## src/hw/rtl/wav8s_pkg.sv

```systemverilog
package wav8s_pkg;

    // Parse phases
    localparam logic [3:0] PH_RIFF_ID  = 4'd0;
    localparam logic [3:0] PH_RIFF_LEN = 4'd1;
    localparam logic [3:0] PH_WAVE     = 4'd2;
    localparam logic [3:0] PH_FMT_ID   = 4'd3;
    localparam logic [3:0] PH_FMT_LEN  = 4'd4;
    localparam logic [3:0] PH_FMT_BAD  = 4'd5;
    localparam logic [3:0] PH_FMT_BODY = 4'd6;
    localparam logic [3:0] PH_FMT_SKIP = 4'd7;
    localparam logic [3:0] PH_DATA_ID  = 4'd8;
    localparam logic [3:0] PH_DATA_LEN = 4'd9;
    localparam logic [3:0] PH_SAMPLES  = 4'd10;
    localparam logic [3:0] PH_DEAD     = 4'd11;

    // Result kinds
    localparam logic [1:0] KIND_SAMPLE = 2'd0;
    localparam logic [1:0] KIND_HDR_OK = 2'd1;
    localparam logic [1:0] KIND_HDR_BAD = 2'd2;

    // Chunk ids, little-endian as they arrive
    localparam logic [31:0] ID_RIFF = 32'h4646_4952;
    localparam logic [31:0] ID_WAVE = 32'h4556_4157;
    localparam logic [31:0] ID_FMT  = 32'h2074_6D66;
    localparam logic [31:0] ID_DATA = 32'h6174_6164;

    localparam logic [15:0] FMT_PCM      = 16'd1;
    localparam logic [31:0] FMT_BODY_LEN = 32'd16;

    typedef struct packed {
        logic        valid;
        logic [1:0]  kind;
        logic [7:0]  sample;
        logic [15:0] channel_count;
        logic [15:0] sample_bits;
        logic [31:0] sample_rate;
    } result_t;

endpackage

```

## src/hw/rtl/wav8s_parser.sv

```systemverilog
module wav8s_parser
(
    input  logic                  clk,
    input  logic                  rst_n,
    input  logic                  accept,
    input  logic [7:0]            stream_byte,
    input  logic [31:0]           file_size,
    output wav8s_pkg::result_t    res
);

    logic [3:0]  phase_reg,   phase_next;
    logic [4:0]  cnt_reg,     cnt_next;
    logic [31:0] shift_reg,   shift_next;
    logic [31:0] fmt_len_reg, fmt_len_next;
    logic [31:0] skip_reg,    skip_next;
    logic [15:0] fmt_code_reg, fmt_code_next;
    logic [15:0] chan_reg,    chan_next;
    logic [15:0] bits_reg,    bits_next;
    logic [31:0] rate_reg,    rate_next;
    logic [23:0] gather_reg,  gather_next;
    logic [1:0]  gidx_reg,    gidx_next;

    logic [31:0] shift_new;
    logic [31:0] skip_dec;
    logic        last4;
    logic        mono;
    logic        eight;
    logic [1:0]  need_m1;
    logic [7:0]  b0, b1, b2;
    logic [8:0]  sum8;
    logic [16:0] sum16;
    logic [15:0] v1, v2;

    assign shift_new = {stream_byte, shift_reg[31:8]};
    assign skip_dec  = skip_reg - 32'd1;
    assign last4     = (cnt_reg[1:0] == 2'b11);
    assign mono      = (chan_reg == 16'd1);
    assign eight     = (bits_reg == 16'd8);
    assign b0        = gather_reg[7:0];
    assign b1        = gather_reg[15:8];
    assign b2        = gather_reg[23:16];
    assign sum8      = {1'b0, b0} + {1'b0, stream_byte};
    assign v1        = {b1 ^ 8'h80, b0};
    assign v2        = {stream_byte ^ 8'h80, b2};
    assign sum16     = {1'b0, v1} + {1'b0, v2};

    always_comb
    begin
        // frame size minus one
        if (mono)
            need_m1 = eight ? 2'd0 : 2'd1;
        else
            need_m1 = eight ? 2'd1 : 2'd3;
    end

    always_comb
    begin
        phase_next    = phase_reg;
        cnt_next      = cnt_reg;
        shift_next    = shift_reg;
        fmt_len_next  = fmt_len_reg;
        skip_next     = skip_reg;
        fmt_code_next = fmt_code_reg;
        chan_next     = chan_reg;
        bits_next     = bits_reg;
        rate_next     = rate_reg;
        gather_next   = gather_reg;
        gidx_next     = gidx_reg;

        res.valid         = 1'b0;
        res.kind          = wav8s_pkg::KIND_SAMPLE;
        res.sample        = 8'd0;
        res.channel_count = chan_reg;
        res.sample_bits   = bits_reg;
        res.sample_rate   = rate_reg;

        if (phase_reg == wav8s_pkg::PH_DEAD)
        begin
            // silent until reset
        end
        else if (phase_reg == wav8s_pkg::PH_SAMPLES)
        begin
            if (gidx_reg < need_m1)
            begin
                gather_next = gather_reg | ({16'd0, stream_byte} << {gidx_reg, 3'b000});
                gidx_next   = gidx_reg + 2'd1;
            end
            else
            begin
                res.valid = 1'b1;
                if (need_m1 == 2'd0)
                    res.sample = stream_byte;
                else if (need_m1 == 2'd1 && mono)
                    res.sample = stream_byte ^ 8'h80;
                else if (need_m1 == 2'd1)
                    res.sample = sum8[8:1];
                else
                    res.sample = sum16[16:9];
                gather_next = 24'd0;
                gidx_next   = 2'd0;
            end
        end
        else
        begin
            shift_next = shift_new;
            cnt_next   = cnt_reg + 5'd1;
            unique case (phase_reg)
                wav8s_pkg::PH_RIFF_ID:
                begin
                    if (last4)
                    begin
                        cnt_next = 5'd0;
                        if (shift_new != wav8s_pkg::ID_RIFF)
                        begin
                            phase_next = wav8s_pkg::PH_DEAD;
                            res.valid  = 1'b1;
                            res.kind   = wav8s_pkg::KIND_HDR_BAD;
                        end
                        else
                            phase_next = wav8s_pkg::PH_RIFF_LEN;
                    end
                end
                wav8s_pkg::PH_RIFF_LEN:
                begin
                    if (last4)
                    begin
                        cnt_next = 5'd0;
                        if (shift_new > file_size)
                        begin
                            phase_next = wav8s_pkg::PH_DEAD;
                            res.valid  = 1'b1;
                            res.kind   = wav8s_pkg::KIND_HDR_BAD;
                        end
                        else
                            phase_next = wav8s_pkg::PH_WAVE;
                    end
                end
                wav8s_pkg::PH_WAVE:
                begin
                    if (last4)
                    begin
                        cnt_next = 5'd0;
                        if (shift_new != wav8s_pkg::ID_WAVE)
                        begin
                            phase_next = wav8s_pkg::PH_DEAD;
                            res.valid  = 1'b1;
                            res.kind   = wav8s_pkg::KIND_HDR_BAD;
                        end
                        else
                            phase_next = wav8s_pkg::PH_FMT_ID;
                    end
                end
                wav8s_pkg::PH_FMT_ID:
                begin
                    if (last4)
                    begin
                        cnt_next   = 5'd0;
                        phase_next = (shift_new == wav8s_pkg::ID_FMT) ?
                                     wav8s_pkg::PH_FMT_LEN : wav8s_pkg::PH_FMT_BAD;
                    end
                end
                wav8s_pkg::PH_FMT_LEN:
                begin
                    if (last4)
                    begin
                        cnt_next     = 5'd0;
                        fmt_len_next = shift_new;
                        phase_next   = (shift_new >= wav8s_pkg::FMT_BODY_LEN) ?
                                       wav8s_pkg::PH_FMT_BODY : wav8s_pkg::PH_DATA_ID;
                    end
                end
                wav8s_pkg::PH_FMT_BAD:
                begin
                    if (last4)
                    begin
                        cnt_next   = 5'd0;
                        phase_next = wav8s_pkg::PH_DATA_ID;
                    end
                end
                wav8s_pkg::PH_FMT_BODY:
                begin
                    if (cnt_reg == 5'd1)
                        fmt_code_next = shift_new[31:16];
                    else if (cnt_reg == 5'd3 && fmt_code_reg == wav8s_pkg::FMT_PCM)
                        chan_next = shift_new[31:16];
                    else if (cnt_reg == 5'd7 && fmt_code_reg == wav8s_pkg::FMT_PCM)
                        rate_next = shift_new;
                    else if (cnt_reg == 5'd15)
                    begin
                        if (fmt_code_reg == wav8s_pkg::FMT_PCM)
                            bits_next = shift_new[31:16];
                        skip_next  = fmt_len_reg - wav8s_pkg::FMT_BODY_LEN;
                        cnt_next   = 5'd0;
                        phase_next = (fmt_len_reg != wav8s_pkg::FMT_BODY_LEN) ?
                                     wav8s_pkg::PH_FMT_SKIP : wav8s_pkg::PH_DATA_ID;
                    end
                    else if (cnt_reg > 5'd15)
                    begin
                        cnt_next   = 5'd0;
                        phase_next = wav8s_pkg::PH_DATA_ID;
                    end
                end
                wav8s_pkg::PH_FMT_SKIP:
                begin
                    skip_next = skip_dec;
                    cnt_next  = 5'd0;
                    if (skip_dec == 32'd0)
                        phase_next = wav8s_pkg::PH_DATA_ID;
                end
                wav8s_pkg::PH_DATA_ID:
                begin
                    if (last4)
                    begin
                        cnt_next = 5'd0;
                        if (shift_new != wav8s_pkg::ID_DATA)
                        begin
                            phase_next = wav8s_pkg::PH_DEAD;
                            res.valid  = 1'b1;
                            res.kind   = wav8s_pkg::KIND_HDR_BAD;
                        end
                        else
                            phase_next = wav8s_pkg::PH_DATA_LEN;
                    end
                end
                wav8s_pkg::PH_DATA_LEN:
                begin
                    if (last4)
                    begin
                        cnt_next    = 5'd0;
                        phase_next  = wav8s_pkg::PH_SAMPLES;
                        gather_next = 24'd0;
                        gidx_next   = 2'd0;
                        res.valid   = 1'b1;
                        res.kind    = wav8s_pkg::KIND_HDR_OK;
                    end
                end
                default:
                begin
                    cnt_next   = 5'd0;
                    phase_next = wav8s_pkg::PH_DEAD;
                end
            endcase
        end

        if (!accept)
            res.valid = 1'b0;
    end

    always_ff @(posedge clk or negedge rst_n)
    begin
        if (!rst_n)
        begin
            phase_reg    <= wav8s_pkg::PH_RIFF_ID;
            cnt_reg      <= 5'd0;
            shift_reg    <= 32'd0;
            fmt_len_reg  <= 32'd0;
            skip_reg     <= 32'd0;
            fmt_code_reg <= 16'd0;
            chan_reg     <= 16'd0;
            bits_reg     <= 16'd0;
            rate_reg     <= 32'd0;
            gather_reg   <= 24'd0;
            gidx_reg     <= 2'd0;
        end
        else if (accept)
        begin
            phase_reg    <= phase_next;
            cnt_reg      <= cnt_next;
            shift_reg    <= shift_next;
            fmt_len_reg  <= fmt_len_next;
            skip_reg     <= skip_next;
            fmt_code_reg <= fmt_code_next;
            chan_reg     <= chan_next;
            bits_reg     <= bits_next;
            rate_reg     <= rate_next;
            gather_reg   <= gather_next;
            gidx_reg     <= gidx_next;
        end
    end

endmodule

```

## src/hw/rtl/wav_stream_to_8bit_sampler_top.sv

```systemverilog
// WAV byte stream to unsigned 8-bit mono sampler.
//
// Input channel (in_valid/in_ready/stream_byte): the WAV file, one byte per
// transfer, in file order. The RIFF/WAVE header and fmt chunk are parsed on
// the fly; after the data chunk header, each sample frame becomes one 8-bit
// sample (16-bit data sign-flipped, high byte; stereo averaged).
// Output channel (out_valid/out_ready): kind, sample and the latched
// channel_count, sample_bits, sample_rate. One "header accepted" result at
// the data chunk, one "header rejected" result on a bad RIFF/WAVE/data id
// or oversized RIFF length; later bytes are swallowed until reset.
// Config channel (cfg_valid/cfg_ready/file_size): largest allowed RIFF
// length; cfg_ready is always high. Write only while idle.
// Throughput: one byte per cycle while in_ready is high. A result is
// registered into the output register, or into the skid while that is held.
// The parser state advances in one registered pass per byte.
// Stall: a two-entry output (output register plus skid) takes one result
// while the receiver stalls, in_ready staying high; in_ready drops only
// while the skid holds a result.
// Reset: parser waits for "RIFF", held format fields are zero, file_size
// returns to all ones, output is empty.
module wav_stream_to_8bit_sampler_top
(
    input  logic        clk,
    input  logic        rst_n,

    input  logic        in_valid,
    output logic        in_ready,
    input  logic [7:0]  stream_byte,

    output logic        out_valid,
    input  logic        out_ready,
    output logic [1:0]  kind,
    output logic [7:0]  sample,
    output logic [15:0] channel_count,
    output logic [15:0] sample_bits,
    output logic [31:0] sample_rate,

    input  logic        cfg_valid,
    output logic        cfg_ready,
    input  logic [31:0] file_size
);

    logic [31:0]          file_size_reg;
    logic                 in_fire;
    logic                 out_fire;
    wav8s_pkg::result_t   res;
    wav8s_pkg::result_t   out_reg;
    wav8s_pkg::result_t   skid_reg;

    assign cfg_ready = 1'b1;
    assign in_ready  = !skid_reg.valid;
    assign in_fire   = in_valid && in_ready;
    assign out_fire  = out_reg.valid && out_ready;

    // Config register
    always_ff @(posedge clk or negedge rst_n)
    begin
        if (!rst_n)
            file_size_reg <= 32'hFFFF_FFFF;
        else if (cfg_valid)
            file_size_reg <= file_size;
    end

    wav8s_parser u_parser
    (
        .clk         (clk),
        .rst_n       (rst_n),
        .accept      (in_fire),
        .stream_byte (stream_byte),
        .file_size   (file_size_reg),
        .res         (res)
    );

    // Output register + skid. res.valid is only set on an accepted byte,
    // which cannot happen while the skid is full.
    always_ff @(posedge clk or negedge rst_n)
    begin
        if (!rst_n)
        begin
            out_reg  <= '0;
            skid_reg <= '0;
        end
        else
        begin
            if (res.valid)
            begin
                if (!out_reg.valid || out_fire)
                    out_reg <= res;
                else
                    skid_reg <= res;
            end
            else if (out_fire)
            begin
                if (skid_reg.valid)
                begin
                    out_reg        <= skid_reg;
                    skid_reg.valid <= 1'b0;
                end
                else
                    out_reg.valid <= 1'b0;
            end
        end
    end

    assign out_valid     = out_reg.valid;
    assign kind          = out_reg.kind;
    assign sample        = out_reg.sample;
    assign channel_count = out_reg.channel_count;
    assign sample_bits   = out_reg.sample_bits;
    assign sample_rate   = out_reg.sample_rate;

endmodule
```

## config.mk

```make
export PLATFORM = sky130hd
export DESIGN_NAME = wav_stream_to_8bit_sampler_top
export DESIGN_NICKNAME = d
export VERILOG_FILES = /design/src/hw/rtl/wav8s_pkg.sv /design/src/hw/rtl/wav8s_parser.sv /design/src/hw/rtl/wav_stream_to_8bit_sampler_top.sv
export SDC_FILE = /design/constraint.sdc
export NUM_CORES = 1
export LEC_CHECK = 0
export BUFFER_PORTS_ARGS = -buffer_cell sky130_fd_sc_hd__buf_2
export CAP_MARGIN = 15
export CORE_MARGIN = 10
export CORE_UTILIZATION = 45
export CTS_CLUSTER_SIZE = 16
export DETAILED_ROUTE_END_ITERATION = 16
export HOLD_SLACK_MARGIN = 0.02
export SLEW_MARGIN = 30
export SYNTH_ARGS = -nofsm -noshare
export SYNTH_HDL_FRONTEND = slang
export SYNTH_SLANG_ARGS = --single-unit
```

## constraint.sdc

```tcl
create_clock -name clk -period 4.3 [get_ports clk]
set_clock_uncertainty 0.05 [all_clocks]
set_input_delay 0.86 -clock clk [delete_from_list [all_inputs] [get_ports clk]]
set_output_delay 0.86 -clock clk [all_outputs]
set_load 0.01 [all_outputs]
```

After elaboration in Yosys (flattened, before gate mapping)
Index checks and enable logic that the tools add are counted.
Word-level totals
  register bits: 393
  bits of input ports: 45
  word-level logic and storage cells: 188
Cells by class
  add/sub/neg operators: 6
  magnitude comparators: 4
  eq/ne operators: 41
  shift operators: 1
  mux-type cells: 73
  bitwise logic cells: 9
  reductions and logical operators: 30
Operators with widths (number)
  $mux W75: 4
  $mux W32: 4
  $mux W24: 4
  $ne A32 B31 Y1 const B: 3
  $mux W4: 19
  $mux W74: 1
  $pmux W32 S2: 1
  $mux W8: 5
  $pmux W4 S10: 1
  $eq A16 B1 Y1 const B: 2
  $eq A32 B30 Y1 const B: 1
  $ge A32 B5 Y1 const B: 1
  $gt A32 B32 Y1: 1
  $logic_not A32 Y1: 1
  $ne A32 B5 Y1 const B: 1
  $sub A32 B1 Y32 const B: 1
  $sub A32 B5 Y32 const B: 1
  $mux W5: 6
  $mux W3: 9
  $or A24 B24 Y24: 1
  $shl A8 B5 Y24: 1
  $ne A2 B1 Y1 const B: 11
  $add A16 B16 Y17: 1
  $eq A16 B4 Y1 const B: 1
  other kinds (39): 83

Depth between registers and ports, before layout
Gate-level depths: netlist of the first run.
  word-level depth: 13
  mapped depth: 16
  gate-level depth less buffers: 13

Hierarchy
Synthesis of the first run repeated with hierarchy kept, for this count alone.
Second synthesis, totals
  cells, all modules: 1663
  area total of the unflattened synthesis: 19781.5 sq um
By module, submodules not included
  wav8s_parser: times used 1, cells each 1186, area an instance 11928.9 sq um, sequential area each 5079.9 sq um
  wav_stream_to_8bit_sampler_top: times used 1, cells each 477, area an instance 7852.5 sq um, sequential area each 4594.4 sq um

Least setup slack after synthesis of the first run
OpenSTA, ideal clock, no wires.
  path kind: input to register
  start point: input stream_byte[0]
  end point: register out_reg, in the netlist sample[7]
  data arrival time: 3.236 ns
  data required time: 4.124 ns
  slack: 0.888 ns
  stages: 11
  cell sequence: clkbuf_1 > and2_1 > fa_1 > a21o_1 > a21oi_1 > o21ai_0 > or4b_2 > nand3_1 > a31o_2 > nor3_1 > a221o_1
Between the ends
  word-level cells in the longest chain between the ends: 9
RTL lines
  from (decl): RTL line wav_stream_to_8bit_sampler_top.sv:28  | input logic [7:0] stream_byte,
  $gt A32 B32 Y1, or another cell as far along: RTL line wav8s_parser.sv:128  | if (shift_new > file_size)
  $mux W3, or another cell as far along: RTL line wav8s_parser.sv:128
  $mux W3, or another cell as far along: RTL line wav8s_parser.sv:125  | if (last4)
  $pmux W3 S5 / $mux W8 (equally long branches): RTL line wav8s_parser.sv:107, wav8s_parser.sv:91
  $mux W1 / $mux W8 (equally long branches): RTL line wav8s_parser.sv:81, wav8s_parser.sv:83
  $mux W11 *: RTL line wav8s_parser.sv:77  | if (phase_reg == wav8s_pkg::PH_DEAD)
  $mux W1 / $mux W11 (equally long branches): RTL line wav8s_parser.sv:245, wav8s_parser.sv:77
  $ne A2 B1 Y1 (no source line), or another cell as far along
  $reduce_and A3 Y1 (no source line) / $mux W75 (equally long branches)
  to (signal assigned): RTL line wav_stream_to_8bit_sampler_top.sv:88  | out_reg <= res;
  to (signal assigned): RTL line wav_stream_to_8bit_sampler_top.sv:96  | out_reg <= skid_reg;
  to (decl): RTL line wav_stream_to_8bit_sampler_top.sv:47  | wav8s_pkg::result_t out_reg;
Mark *: on every way between the ends. The rest lies on a longest branch, timed or not. The select of a mux whose other input is x is not followed.
A chain may end at the register's enable or synchronous reset.

Worst setup path in the final report of the first run
  start point: register u_parser.bits_reg[0]
  end point: register out_reg, in the netlist sample_bits[13]
Between the ends
  word-level cells in the longest chain between the ends: 10
RTL lines
  from (decl): RTL line wav8s_parser.sv:18  | logic [15:0] bits_reg, bits_next;
  from (signal assigned): RTL line wav8s_parser.sv:274  | bits_reg <= bits_next;
  $eq A16 B4 Y1 *: RTL line wav8s_parser.sv:38  | assign eight = (bits_reg == 16'd8);
  $mux W1 / $mux W2 (equally long branches): RTL line wav8s_parser.sv:51, wav8s_parser.sv:53
  $mux W2 *: RTL line wav8s_parser.sv:50  | if (mono)
  $lt A2 B2 Y1 *: RTL line wav8s_parser.sv:83  | if (gidx_reg < need_m1)
  $mux W1 *: RTL line wav8s_parser.sv:83
  $mux W1 *: RTL line wav8s_parser.sv:81  | else if (phase_reg == wav8s_pkg::PH_SAMPLES)
  $mux W11 *: RTL line wav8s_parser.sv:77
  $mux W1 *: RTL line wav8s_parser.sv:245  | if (!accept)
  $ne A2 B1 Y1 (no source line) / $reduce_bool A2 Y1 (equally long branches)
  $reduce_and A3 Y1 (no source line)
Mark *: on every way between the ends. The rest lies on a longest branch, timed or not.

==> results of run 1 <==
==> final cells by class <==
cell class,instances,area share
clock inverters,23,0.01217
flip-flops and latches,385,0.4397
repair buffers,167,0.04777
well taps,539,0.03065
multi-input cells,1194,0.4018
clock buffers,58,0.05698
inverters,64,0.01092
==> layer usage <==
| layer | wire (um) | GRT usage | up-vias |
|---|---|---|---|
| met5 | 0 | 0 | - |
| met3 | 3011 | 0.03905 | 85 |
| met2 | 25320 | 0.3390 | 366 |
| met4 | 1121 | 0.05518 | 0 |
| met1 | 23810 | 0.2826 | 7121 |
| li1 | - | - | 6577 |
==> stage by stage <==
stage	util	power, uW	hold WS, ns	setup slack, ns
finish	0.5233	14120	0.2691	0.3879
global route	0.5233	14970	0.3282	0.1891
CTS	0.5233	14190	0.3081	0.4943
detailed placement	0.4871	10220	0.4243	0.3414
global placement	0.4870	10110	0.4296	0.3916
floorplan	-	8378	0.4012	0.8884
==> logic make-up (layout without fill, tap and decap cells) <==
logic type / Yosys count / after routing / share of synthesized area
AND/OR/NAND/NOR: 511 / 511 / 0.1407
flip-flops: 385 / 385 / 0.5056
AO/OA/AOI/OAI: 368 / 368 / 0.1338
multiplexers: 209 / 209 / 0.1227
buffers and inverters: 159 / 312 / 0.03544
adder cells (fa/ha/maj): 67 / 67 / 0.04421
XOR/XNOR: 38 / 38 / 0.01739
other: 1 / 1 / 0.0001960
==> layout by cell type (no fill, tap or decap), types with 9 or more instances in the layout <==
cell	synthesis	layout
buf_4	10	40
a21oi_1	99	99
or2_2	69	69
nor2b_1	17	16
buf_2	16	119
ha_1	66	66
xnor2_1	15	15
clkinv_2	0	12
or4_1	12	12
or3_1	11	11
nor4_1	36	36
clkbuf_8	0	10
nand3_1	40	37
inv_1	64	64
xor2_1	23	23
dfrtp_1	353	353
o221a_1	9	9
nand2_1	103	103
nor3_1	33	32
nor2_1	114	113
clkbuf_16	0	44
o21ai_0	109	109
dfstp_2	32	32
mux2_2	204	204
nand2b_1	12	12
o221a_2	60	60
nand4_1	25	25
==> where the power goes <==
group / switching, uW / total, uW / internal, uW
clock network: 1560 / 3920 / 2360
registers: 1090 / 5570 / 4480
logic: 2520 / 4620 / 2100
==> worst reg2reg max path: stages, from the launching register on <==
cell	delay (ns)
dfrtp_1	0.42
nor4_1	0.64
nand4_1	0.38
ha_1	0.30
inv_1	0.05
ha_1	0.21
o21ai_0	0.07
nand2b_1	0.10
nand3_1	0.33
nand2_1	0.09
nand2_1	0.20
nand2_1	0.14
and3_2	0.25
buf_12	0.23
o221a_2	0.33
==> how the worst max path moves through the flow <==
stage | from | to | slack (ns) | cells past startpoint
3_3_place_gp | stream_byte[2] | skid_reg[5] | 0.39 | 11
2_1_floorplan | stream_byte[0] | sample[7] | 0.89 | 11
5_1_grt | u_parser.bits_reg[1] | sample_bits[12] | 0.19 | 14
4_1_cts | u_parser.bits_reg[0] | sample_rate[19] | 0.49 | 14
3_5_place_dp | stream_byte[2] | skid_reg[2] | 0.34 | 11
6_report | u_parser.bits_reg[0] | sample_bits[13] | 0.39 | 14
==> results by group, run 1 <==
Clocking
  • Post-CTS setup buffer count: 0
  • Root Driver: clkbuf_16
  • Post-CTS sizing: 0
  • H-tree Lvls: 2
  • Clk_lat worst skew: 0.57 ns
  • Num CTS Buffers: 44
  • Number of hold buffers added after cts: 0
  • # clock sinks: about 390
  • Clk buf depth: 3
  • Clock-pin slew of the registers on the worst-case setup and hold paths: ~0.060 ns
  • CTS tree: built

Critical path
  • CP bufs+invs: 2
  • R2r setup slk: around 0.39 ns
  • CP most frequent cell: nand2_1
  • Critical path data arrival time: ~4.3 ns
  • Setup CP Type: register to register
  • CP endpoint kind: register
  • Crit-path max FO: 69
  • Family with the most delay on the worst path: simple AND/OR/NAND/NOR gates
  • Worst r2r src: u_parser.bits_reg[0]
  • WP data required: between 4 and 5 ns
  • Reg-to-reg endpoint: sample_bits[13]
  • Crit-path slowest cell: nor4_1
  • Largest stage delay on the critical path: roughly 0.64 ns
  • Crit-path cells: nor4_1 -> nand4_1 -> ha_1 -> inv_1 -> ha_1 -> o21ai_0 -> nand2b_1 -> nand3_1 -> nand2_1 -> nand2_1 -> nand2_1 -> and3_2 -> buf_12 -> o221a_2
  • CP Launch Type: register
  • Path depth of the worst reg2reg path: 14

Layout
  • Area grow syn2layout: 14.99%
  • Final Non-Filler Cells: approximately 2400
  • ANT cells: 0
  • Max reg flops: 75
  • Final Instance Area: between 20000 and 25000 um^2
  • NumNets Final: between 1500 and 2000
  • Storage element area: between 9000 and 10000 um^2
  • Area of the multi-input gates: between 8000 and 9000 um^2
  • Fill cells: 3761
  • Layout cells sized above 1: 0.3358

Power and ir drop
  • Max VDD drop: about 0.43 mV
  • Leakage power: slightly above 0.01 uW
  • P per Cell Area: about 640 nW/um^2

Synth
  • Post-synthesis sequential area ratio: 0.5056
  • Synth Register Bits: between 300 and 400
  • Post-synth EDFFs: 0
  • Yosys top cell area share: 0.4617
  • Cell taking the most area after synthesis: dfrtp_1
  • Cells after synthesis: 1738
  • Distinct cells, synth: 84
  • Syn nets: 1850
  • Synth cell count leaders: dfrtp_1 (353), mux2_2 (204), nor2_1 (114)
  • Synth area leaders: dfrtp_1 (46%), mux2_2 (12%), dfstp_2 (4.4%)
  • Most common cell in the synthesized netlist: dfrtp_1
  • Yosys synthesis warning count: 0
  • Post-Synthesis Mean Instance Area: between 10 and 15 um^2
  • Cell area after synthesis: about 19000 um^2
  • Most used DFF post-synth: dfrtp_1
  • Async SR Flop Fraction: 1.000

Routing
  • 1st-iter DRT viols: roughly 1400
  • Drt wl/cell: 21.92 um
  • Antenna-violating nets left: 0
  • Via density: just under 6
  • TritonRoute pass-1 iters: 7
  • DR vias: between 10000 and 15000
  • Drt total wl: approximately 53 mm
  • Drt drc: 0

GRT
  • Initial antenna violation count: 1
  • Global-route wire length before repair: 83.79 mm
  • Total global routing overflow: 0
  • Tot GR Track Use: 0.2093
  • Number of global-route vias before repair: between 10000 and 15000
  • Largest net degree at the start of global routing: 97

Placed design
  • GPL Wtd Cong: about 0.91
  • Detailed Place HPWL: 35.79 mm
  • # port buffers: 120
  • Placed Instances: ~2300
  • Placed inst area: slightly above 20000 um^2

Min path
  • Worst hold path class: primary input to asynchronous set/reset pin

STA
  • Worst Max-Slew Pin Slew: roughly 0.94 ns
  • RSZ-0062 raised after global routing: false
  • Total Neg Setup Slack: 0 ns
  • Final period util: 0.9098
  • Min Tclk post-route: just under 4 ns
  • Max Freq: 255.6 MHz
  • Fin. Hold Viols: 0
  • Setup Viol. Count Final: 0
  • Slew Viols, Final: 0
  • Worst slew margin: 0.3696

Floorplan
  • Die Footprint: 51170 um^2
  • Ports: 122
  • Num rows: between 70 and 80
  • CORE AREA: 42040 um^2
  • Die Width: between 200 and 250 um
  • Initial Util: 0.4551
  • Chip height: roughly 230 um

Status
  • Status: finished, final reports clean

Run
  • Max_cap viols: 0
Power figures use the tool's default switching activity.
==> run 2: changes to the inputs <==
--- a/config.mk
+++ b/config.mk
@@ -12,6 +12,7 @@
 export CTS_CLUSTER_SIZE = 16
 export DETAILED_ROUTE_END_ITERATION = 16
 export HOLD_SLACK_MARGIN = 0.02
+export RECOVER_POWER = 50
 export SLEW_MARGIN = 30
 export SYNTH_ARGS = -nofsm -noshare
 export SYNTH_HDL_FRONTEND = slang
==> run 2 against run 1 <==
Effect of this change: the run now ends with max-capacitance violations, max-slew violations left; final area decreased by 0.22%; via count rose by 0.18%; power about the same; register-to-register slack improved by 0.05 ns; cell count unchanged; combinational power hardly changed; first-iteration DRC count decreased by 8.0%; setup slack improved by 0.052 ns; sequential share of layout area is 0.098 points higher; global-route usage stayed put; critical path type unchanged; wire length barely moved.
==> results by group, run 2 (same netlist as run 1, synthesis figures left out) <==
Status
  • Status: finished with violations
  • Violated checks: max-capacitance violations, max-slew violations

Critical path
  • CP bufs+invs: 2 (unchanged)
  • Reg-to-reg endpoint: sample_bits[13]
  • Largest stage delay on the critical path: 0.61 ns (-0.03 ns)
  • CP Launch Type: register
  • CP most frequent cell: nand2_1
  • Path depth of the worst reg2reg path: 14 (unchanged)
  • CP endpoint kind: register
  • Family with the most delay on the worst path: simple AND/OR/NAND/NOR gates
  • Crit-path cells: nor4_1 -> nand4_1 -> ha_1 -> inv_1 -> ha_1 -> o21ai_0 -> nand2b_1 -> nand3_1 -> nand2_1 -> nand2_1 -> nand2_1 -> and3_2 -> buf_12 -> o221a_2
  • WP data required: 4.70 ns (about the same)
  • Critical path data arrival time: 4.26 ns (-0.05 ns)
  • Worst r2r src: u_parser.bits_reg[1]
  • Crit-path max FO: 69 (unchanged)
  • Crit-path slowest cell: nor4_1
  • Setup CP Type: register to register
  • R2r setup slk: 0.44 ns (+0.05 ns)

Power and ir drop
  • Flop pwr share: 0.395 (about the same)
  • P per Cell Area: 642.7 nW/um^2 (+0.14%)
  • Comb pwr share: 0.327 (about the same)
  • Switch Pwr: 5158 uW (-0.21%)
  • Internal Power: 8950 uW (about the same)
  • Clock Power Share: 0.278 (about the same)
  • Sw frac: 0.3656 (-0.0004968)
  • Max VDD drop: 0.4264 mV (-0.19%)
  • Leakage power: 0.01011 uW (-0.23%)
  • Tot Pwr: 14110 uW (about the same)

Floorplan
  • Chip height: 226.2 um (unchanged)
  • Initial Util: 0.4551 (unchanged)
  • Die Width: 226.2 um (unchanged)
  • Ports: 122 (unchanged)
  • Die Footprint: 51170 um^2 (unchanged)
  • CORE AREA: 42040 um^2 (unchanged)
  • Num rows: 75 (unchanged)

Min path
  • Hold Path Origin: skid_reg[73]
  • WHS Endpoint: skid_reg[73]
  • Hold path depth: 1
  • Worst hold path class: register to register

Layout
  • Most frequent cells in the layout: dfrtp_1 (353), mux2_2 (204), buf_2 (118)
  • Area grow syn2layout: 14.73%
  • Commonest non-fill, non-tap cell in the layout: dfrtp_1
  • Final Instance Area: 21950 um^2 (-0.22%)
  • ANT cells: 0 (unchanged)
  • Final Non-Filler Cells: 2430 (unchanged)
  • Layout cells sized above 1: 0.3342 (-0.001586)
  • Max reg flops: 75 (unchanged)
  • NumNets Final: 1968 (unchanged)

Clocking
  • # clock sinks: 385 (unchanged)
  • H-tree Lvls: 2 (unchanged)
  • Post-CTS setup buffer count: 0 (unchanged)
  • Post-CTS sizing: 0 (unchanged)
  • Root Driver: clkbuf_16
  • CTS tree: built
  • Clk_lat worst skew: 0.57 ns (about the same)
  • Number of hold buffers added after cts: 0 (unchanged)
  • Num CTS Buffers: 44 (unchanged)
  • Clk buf depth: 3 (unchanged)
  • Clock-pin slew of the registers on the worst-case setup and hold paths: 0.06 ns (about the same)

Routing
  • DR vias: 14175 (+0.18%)
  • 1st-iter DRT viols: 1293 (-8.0%)
  • Drt drc: 0 (unchanged)
  • Drt total wl: 53.21 mm (about the same)
  • TritonRoute pass-1 iters: 6 (-1)
  • Antenna-violating nets left: 0 (unchanged)
  • Drt wl/cell: 21.90 um (about the same)
  • Via density: 5.833 (+0.18%)

Placed design
  • Placed inst area: 20480 um^2 (unchanged)
  • GPL Wtd Cong: 0.9123 (unchanged)
  • Detailed Place HPWL: 35.79 mm (unchanged)
  • Placed Instances: 2349 (unchanged)
  • # port buffers: 120 (unchanged)

STA
  • RSZ-0062 raised after global routing: false
  • Worst Max-Slew Pin Slew: 2.555 ns (+1.613 ns)
  • Fin. Hold Viols: 0 (unchanged)
  • Setup Viol. Count Final: 0 (unchanged)
  • Min Tclk post-route: 3.860 ns (-0.05208 ns)
  • Final period util: 0.8977 (-0.01211)
  • Total Neg Setup Slack: 0 ns (unchanged)
  • Final hold slack: 0.4447 ns (+0.1756 ns)
  • Max Freq: 259.1 MHz (+1.3%)
  • Slew Viols, Final: 231 (+231)
  • Worst slew margin: -0.7031 (-1.073)

GRT
  • Tot GR Track Use: 0.2093 (unchanged)
  • Initial antenna violation count: 1 (unchanged)
  • Total global routing overflow: 0 (unchanged)
  • Global-route wire length before repair: 83.79 mm (unchanged)
  • Largest net degree at the start of global routing: 97 (unchanged)
  • Number of global-route vias before repair: 14148 (unchanged)

Run
  • Max_cap viols: 4 (+4)
[run 2: cell types whose count changed in the layout (fill, tap and decap cells not counted)]
cell	change
buf_12	-2
buf_2	-1
buf_4	-4
buf_8	-1
clkbuf_1	+3
clkbuf_2	+3
clkbuf_4	+2
[run 2: worst max path at each step]
stage | depth (start not counted) | endpoint | from
floorplan | 11 | sample[7] | stream_byte[0]
global placement | 11 | skid_reg[5] | stream_byte[2]
detailed placement | 11 | skid_reg[2] | stream_byte[2]
CTS | 14 | sample_rate[19] | u_parser.bits_reg[0]
global route | 2 | u_parser.shift_reg[30] | rst_n
finish | 14 | sample_bits[13] | u_parser.bits_reg[1]
[run 2: cell type report]
| class | count | area [um^2] |
|---|---|---|
| inverters | 64 | 240.2 |
| repair buffers | 167 | 1002 |
| flip-flops and latches | 385 | 9674 |
| fillers | 3773 | 20090 |
| clock inverters | 23 | 267.8 |
| well taps | 539 | 674.4 |
| multi-input cells | 1194 | 8840 |
| clock buffers | 58 | 1254 |
[run 2: stage by stage]
stage / worst slack [ns] / util
after global placement: 0.3916 / 0.4870
final: 0.4400 / 0.5222
after floorplan: 0.8884 / -
after global routing: 0.1243 / 0.5222
after detailed placement: 0.3414 / 0.4871
after CTS: 0.4943 / 0.5233
[run 2: metal layers]
layer | vias to the layer above | global-route usage | wire [um]
met3 | 74 | 0.03905 | 2994
met2 | 363 | 0.3390 | 25550
li1 | 6583 | - | -
met1 | 7155 | 0.2826 | 23630
met5 | - | 0 | 0
met4 | 0 | 0.05518 | 1027
[run 2: power by group through the flow]
stage	sequential [uW]	clock (uW)	combinational (uW)
final	5570	3920	4610
after global placement	5590	0	4520
after CTS	5550	4000	4630
after detailed placement	5600	0	4620
after floorplan	5250	0	3120
after global routing	5670	4150	5160
==> run 3: changes to the inputs <==
--- a/config.mk
+++ b/config.mk
@@ -7,6 +7,7 @@
 export LEC_CHECK = 0
 export BUFFER_PORTS_ARGS = -buffer_cell sky130_fd_sc_hd__buf_2
 export CAP_MARGIN = 15
+export CORE_ASPECT_RATIO = 0.7
 export CORE_MARGIN = 10
 export CORE_UTILIZATION = 45
 export CTS_CLUSTER_SIZE = 16
==> run 3 against run 2 <==
Effect of this change: the run still ends with max-capacitance violations, max-slew violations left; clock power shrank 11%; cell count grew 0.41%; setup slack gained 0.18 ns; non-clock buffer count grew 11; fmax grew 4.9%; wire length grew 0.46%; sequential power is essentially flat; critical path depth grew 1; register-to-register slack gained 0.18 ns; final area shrank 0.66%; core utilization shrank 0.51 points; global-route usage shrank 0.12 points; critical path type unchanged; largest cell class unchanged; largest power group unchanged.
==> results by group, run 3 (same netlist as run 1, synthesis figures left out) <==
Clocking
  • Num CTS Buffers: 40 (-9.1%)
  • Clk buf depth: 3 (unchanged)
  • Root Driver: clkbuf_16
  • Clock-pin slew of the registers on the worst-case setup and hold paths: 0.06 ns (about the same)
  • H-tree Lvls: 2 (unchanged)
  • Number of hold buffers added after cts: 0 (unchanged)
  • Post-CTS setup buffer count: 0 (unchanged)
  • Clk_lat worst skew: 0.54 ns (-0.03 ns)
  • CTS tree: built
  • # clock sinks: 385 (unchanged)
  • Post-CTS sizing: 0 (unchanged)

Floorplan
  • Ports: 122 (unchanged)
  • CORE AREA: 42170 um^2 (+0.31%)
  • Num rows: 63 (-16%)
  • Initial Util: 0.4537 (-0.001418)
  • Chip height: 192.5 um (-15%)
  • Die Footprint: 51300 um^2 (+0.26%)
  • Die Width: 266.5 um (+18%)

STA
  • Worst slew margin: -0.7369 (-0.03385)
  • RSZ-0062 raised after global routing: false
  • Fin. Hold Viols: 0 (unchanged)
  • Setup Viol. Count Final: 0 (unchanged)
  • Max Freq: 271.8 MHz (+4.9%)
  • Worst Max-Slew Pin Slew: 2.605 ns (+0.05078 ns)
  • Min Tclk post-route: 3.680 ns (-0.1805 ns)
  • Total Neg Setup Slack: 0 ns (unchanged)
  • Final period util: 0.8557 (-0.04197)
  • Slew Viols, Final: 199 (-14%)

Layout
  • Final Instance Area: 21810 um^2 (-0.66%)
  • Final Util: 0.5171 (-0.005069)
  • NumNets Final: 1975 (+0.36%)
  • Fill cells: 3701 (-1.9%)
  • Max reg flops: 75 (unchanged)
  • Area grow syn2layout: 13.97%
  • Most frequent cells in the layout: dfrtp_1 (353), mux2_2 (204), nor2_1 (113), buf_2 (113), o21ai_0 (109)
  • Layout cells sized above 1: 0.3259 (-0.008301)
  • Commonest non-fill, non-tap cell in the layout: dfrtp_1

Critical path
  • Reg-to-reg endpoint: sample_rate[17]
  • Crit-path slowest cell: nor4_1
  • Setup CP Type: register to register
  • CP most frequent cell: nand2_1
  • Family with the most delay on the worst path: simple AND/OR/NAND/NOR gates
  • WP data required: 4.67 ns (-0.03 ns)
  • Critical path data arrival time: 4.05 ns (-0.21 ns)
  • R2r setup slk: 0.62 ns (+0.18 ns)
  • Largest stage delay on the critical path: 0.44 ns (-0.17 ns)
  • Crit-path max FO: 69 (unchanged)
  • Worst r2r src: u_parser.bits_reg[1]
  • Path depth of the worst reg2reg path: 15 (+1)
  • CP bufs+invs: 3 (+1)
  • CP endpoint kind: register
  • CP Launch Type: register
  • Crit-path cells: nor4_1 -> nand4_1 -> ha_1 -> inv_1 -> ha_1 -> o21ai_0 -> nand2b_1 -> nand3_1 -> buf_4 -> nand2_1 -> nand2_1 -> nand2_1 -> and3_2 -> buf_12 -> o221a_2

GRT
  • Global-route wire length before repair: 84.41 mm (+0.75%)
  • Total global routing overflow: 0 (unchanged)
  • Initial antenna violation count: 4 (+3)
  • Tot GR Track Use: 0.2081 (-0.001207)
  • Number of global-route vias before repair: 14384 (+1.7%)
  • Largest net degree at the start of global routing: 100 (+3.1%)

Placed design
  • # port buffers: 120 (unchanged)
  • Detailed Place HPWL: 37.43 mm (+4.6%)
  • GPL Wtd Cong: 0.9346 (+2.4%)
  • Placed inst area: 20570 um^2 (+0.42%)

Routing
  • Drt wl/cell: 21.91 um (about the same)
  • Antenna-violating nets left: 0 (unchanged)
  • Drt drc: 0 (unchanged)
  • 1st-iter DRT viols: 1257 (-2.8%)
  • Via density: 5.872 (+0.67%)
  • Drt total wl: 53.45 mm (+0.46%)
  • TritonRoute pass-1 iters: 6 (unchanged)
  • DR vias: 14328 (+1.1%)

Min path
  • Worst hold path class: register to register
  • Hold path depth: 2 (+1)
  • Hold Path Origin: u_parser.fmt_code_reg[15]
  • WHS Endpoint: u_parser.fmt_code_reg[15]

Power and ir drop
  • Leakage power: 0.01002 uW (-0.89%)
  • Max VDD drop: 0.2910 mV (-32%)
  • P per Cell Area: 633.7 nW/um^2 (-1.4%)

Status
  • Violated checks: max-capacitance violations, max-slew violations
  • Status: finished with violations

Run
  • Max_cap viols: 3 (-1)
==> run 3: cell types whose count changed in the layout (fill, tap and decap cells not counted), sizes merged <==
cell and change:
bufinv -3, inv -4, clkbuf +11, buf +2, clkinv -10, diode +1
==> run 3: how the worst max path moves through the flow <==
stage                               startpoint                    end  depth (start not counted)
final                     u_parser.bits_reg[1]        sample_rate[17]                         15
after global routing                     rst_n  u_parser.shift_reg[8]                          3
after CTS                 u_parser.bits_reg[1]         sample_rate[8]                         15
after detailed placement        stream_byte[0]           skid_reg[60]                         10
after global placement          stream_byte[0]           skid_reg[61]                         10
after floorplan                 stream_byte[0]              sample[7]                         11
==> run 3: metrics by stage <==
| stage | instances | hold slack (ns) | total power, uW | setup WS, ns |
|---|---|---|---|---|
| global placement | 2373 | 0.4234 | 10180 | 0.5082 |
| floorplan | 1738 | 0.4012 | 8378 | 0.8884 |
| global route | 2439 | 0.4572 | 14660 | 0.2860 |
| CTS | 2439 | 0.3517 | 13860 | 0.6524 |
| finish | 2440 | 0.4449 | 13820 | 0.6204 |
| detailed placement | 2373 | 0.4308 | 10310 | 0.3799 |
==> run 3: final cells by class <==
type                       count  area (um^2)  share of cell area
sequential                   385         9674              0.4436
clock inverter                 6        91.34            0.004188
antenna                        1        2.502           0.0001148
multi-input combinational   1194         8827              0.4048
inverter                      64        240.2             0.01102
tap                          552        690.7             0.03167
timing repair buffer         178         1061             0.04865
clock buffer                  60         1220             0.05594
==> run 3: worst reg2reg max path, delay by kind of cell, from the launching register on <==
kind                     cells  cell delay (ns)
AND/OR/NAND/NOR              8             1.73
adder cells (fa/ha/maj)      2             0.50
AO/OA/AOI/OAI                2             0.46
buffers and inverters        3             0.43
flip-flops                   1             0.41
==> run 3: metal layers <==
layer | vias to the layer above | share of wire | GRT usage
met3 | 64 | 0.079 | 0.05449
li1 | 6585 | - | -
met1 | 7246 | 0.47 | 0.2996
met5 | - | 0.00037 | 0
met4 | 2 | 0.015 | 0.03726
met2 | 431 | 0.44 | 0.3129
==> run 3: power by group <==
| group | leakage, uW | switching (uW) | internal (uW) |
|---|---|---|---|
| sequential | 0.00486 | 1120 | 4480 |
| clock | 0.000645 | 1430 | 2070 |
| combinational | 0.00452 | 2610 | 2120 |
| total | 0.0100 | 5150 | 8670 |
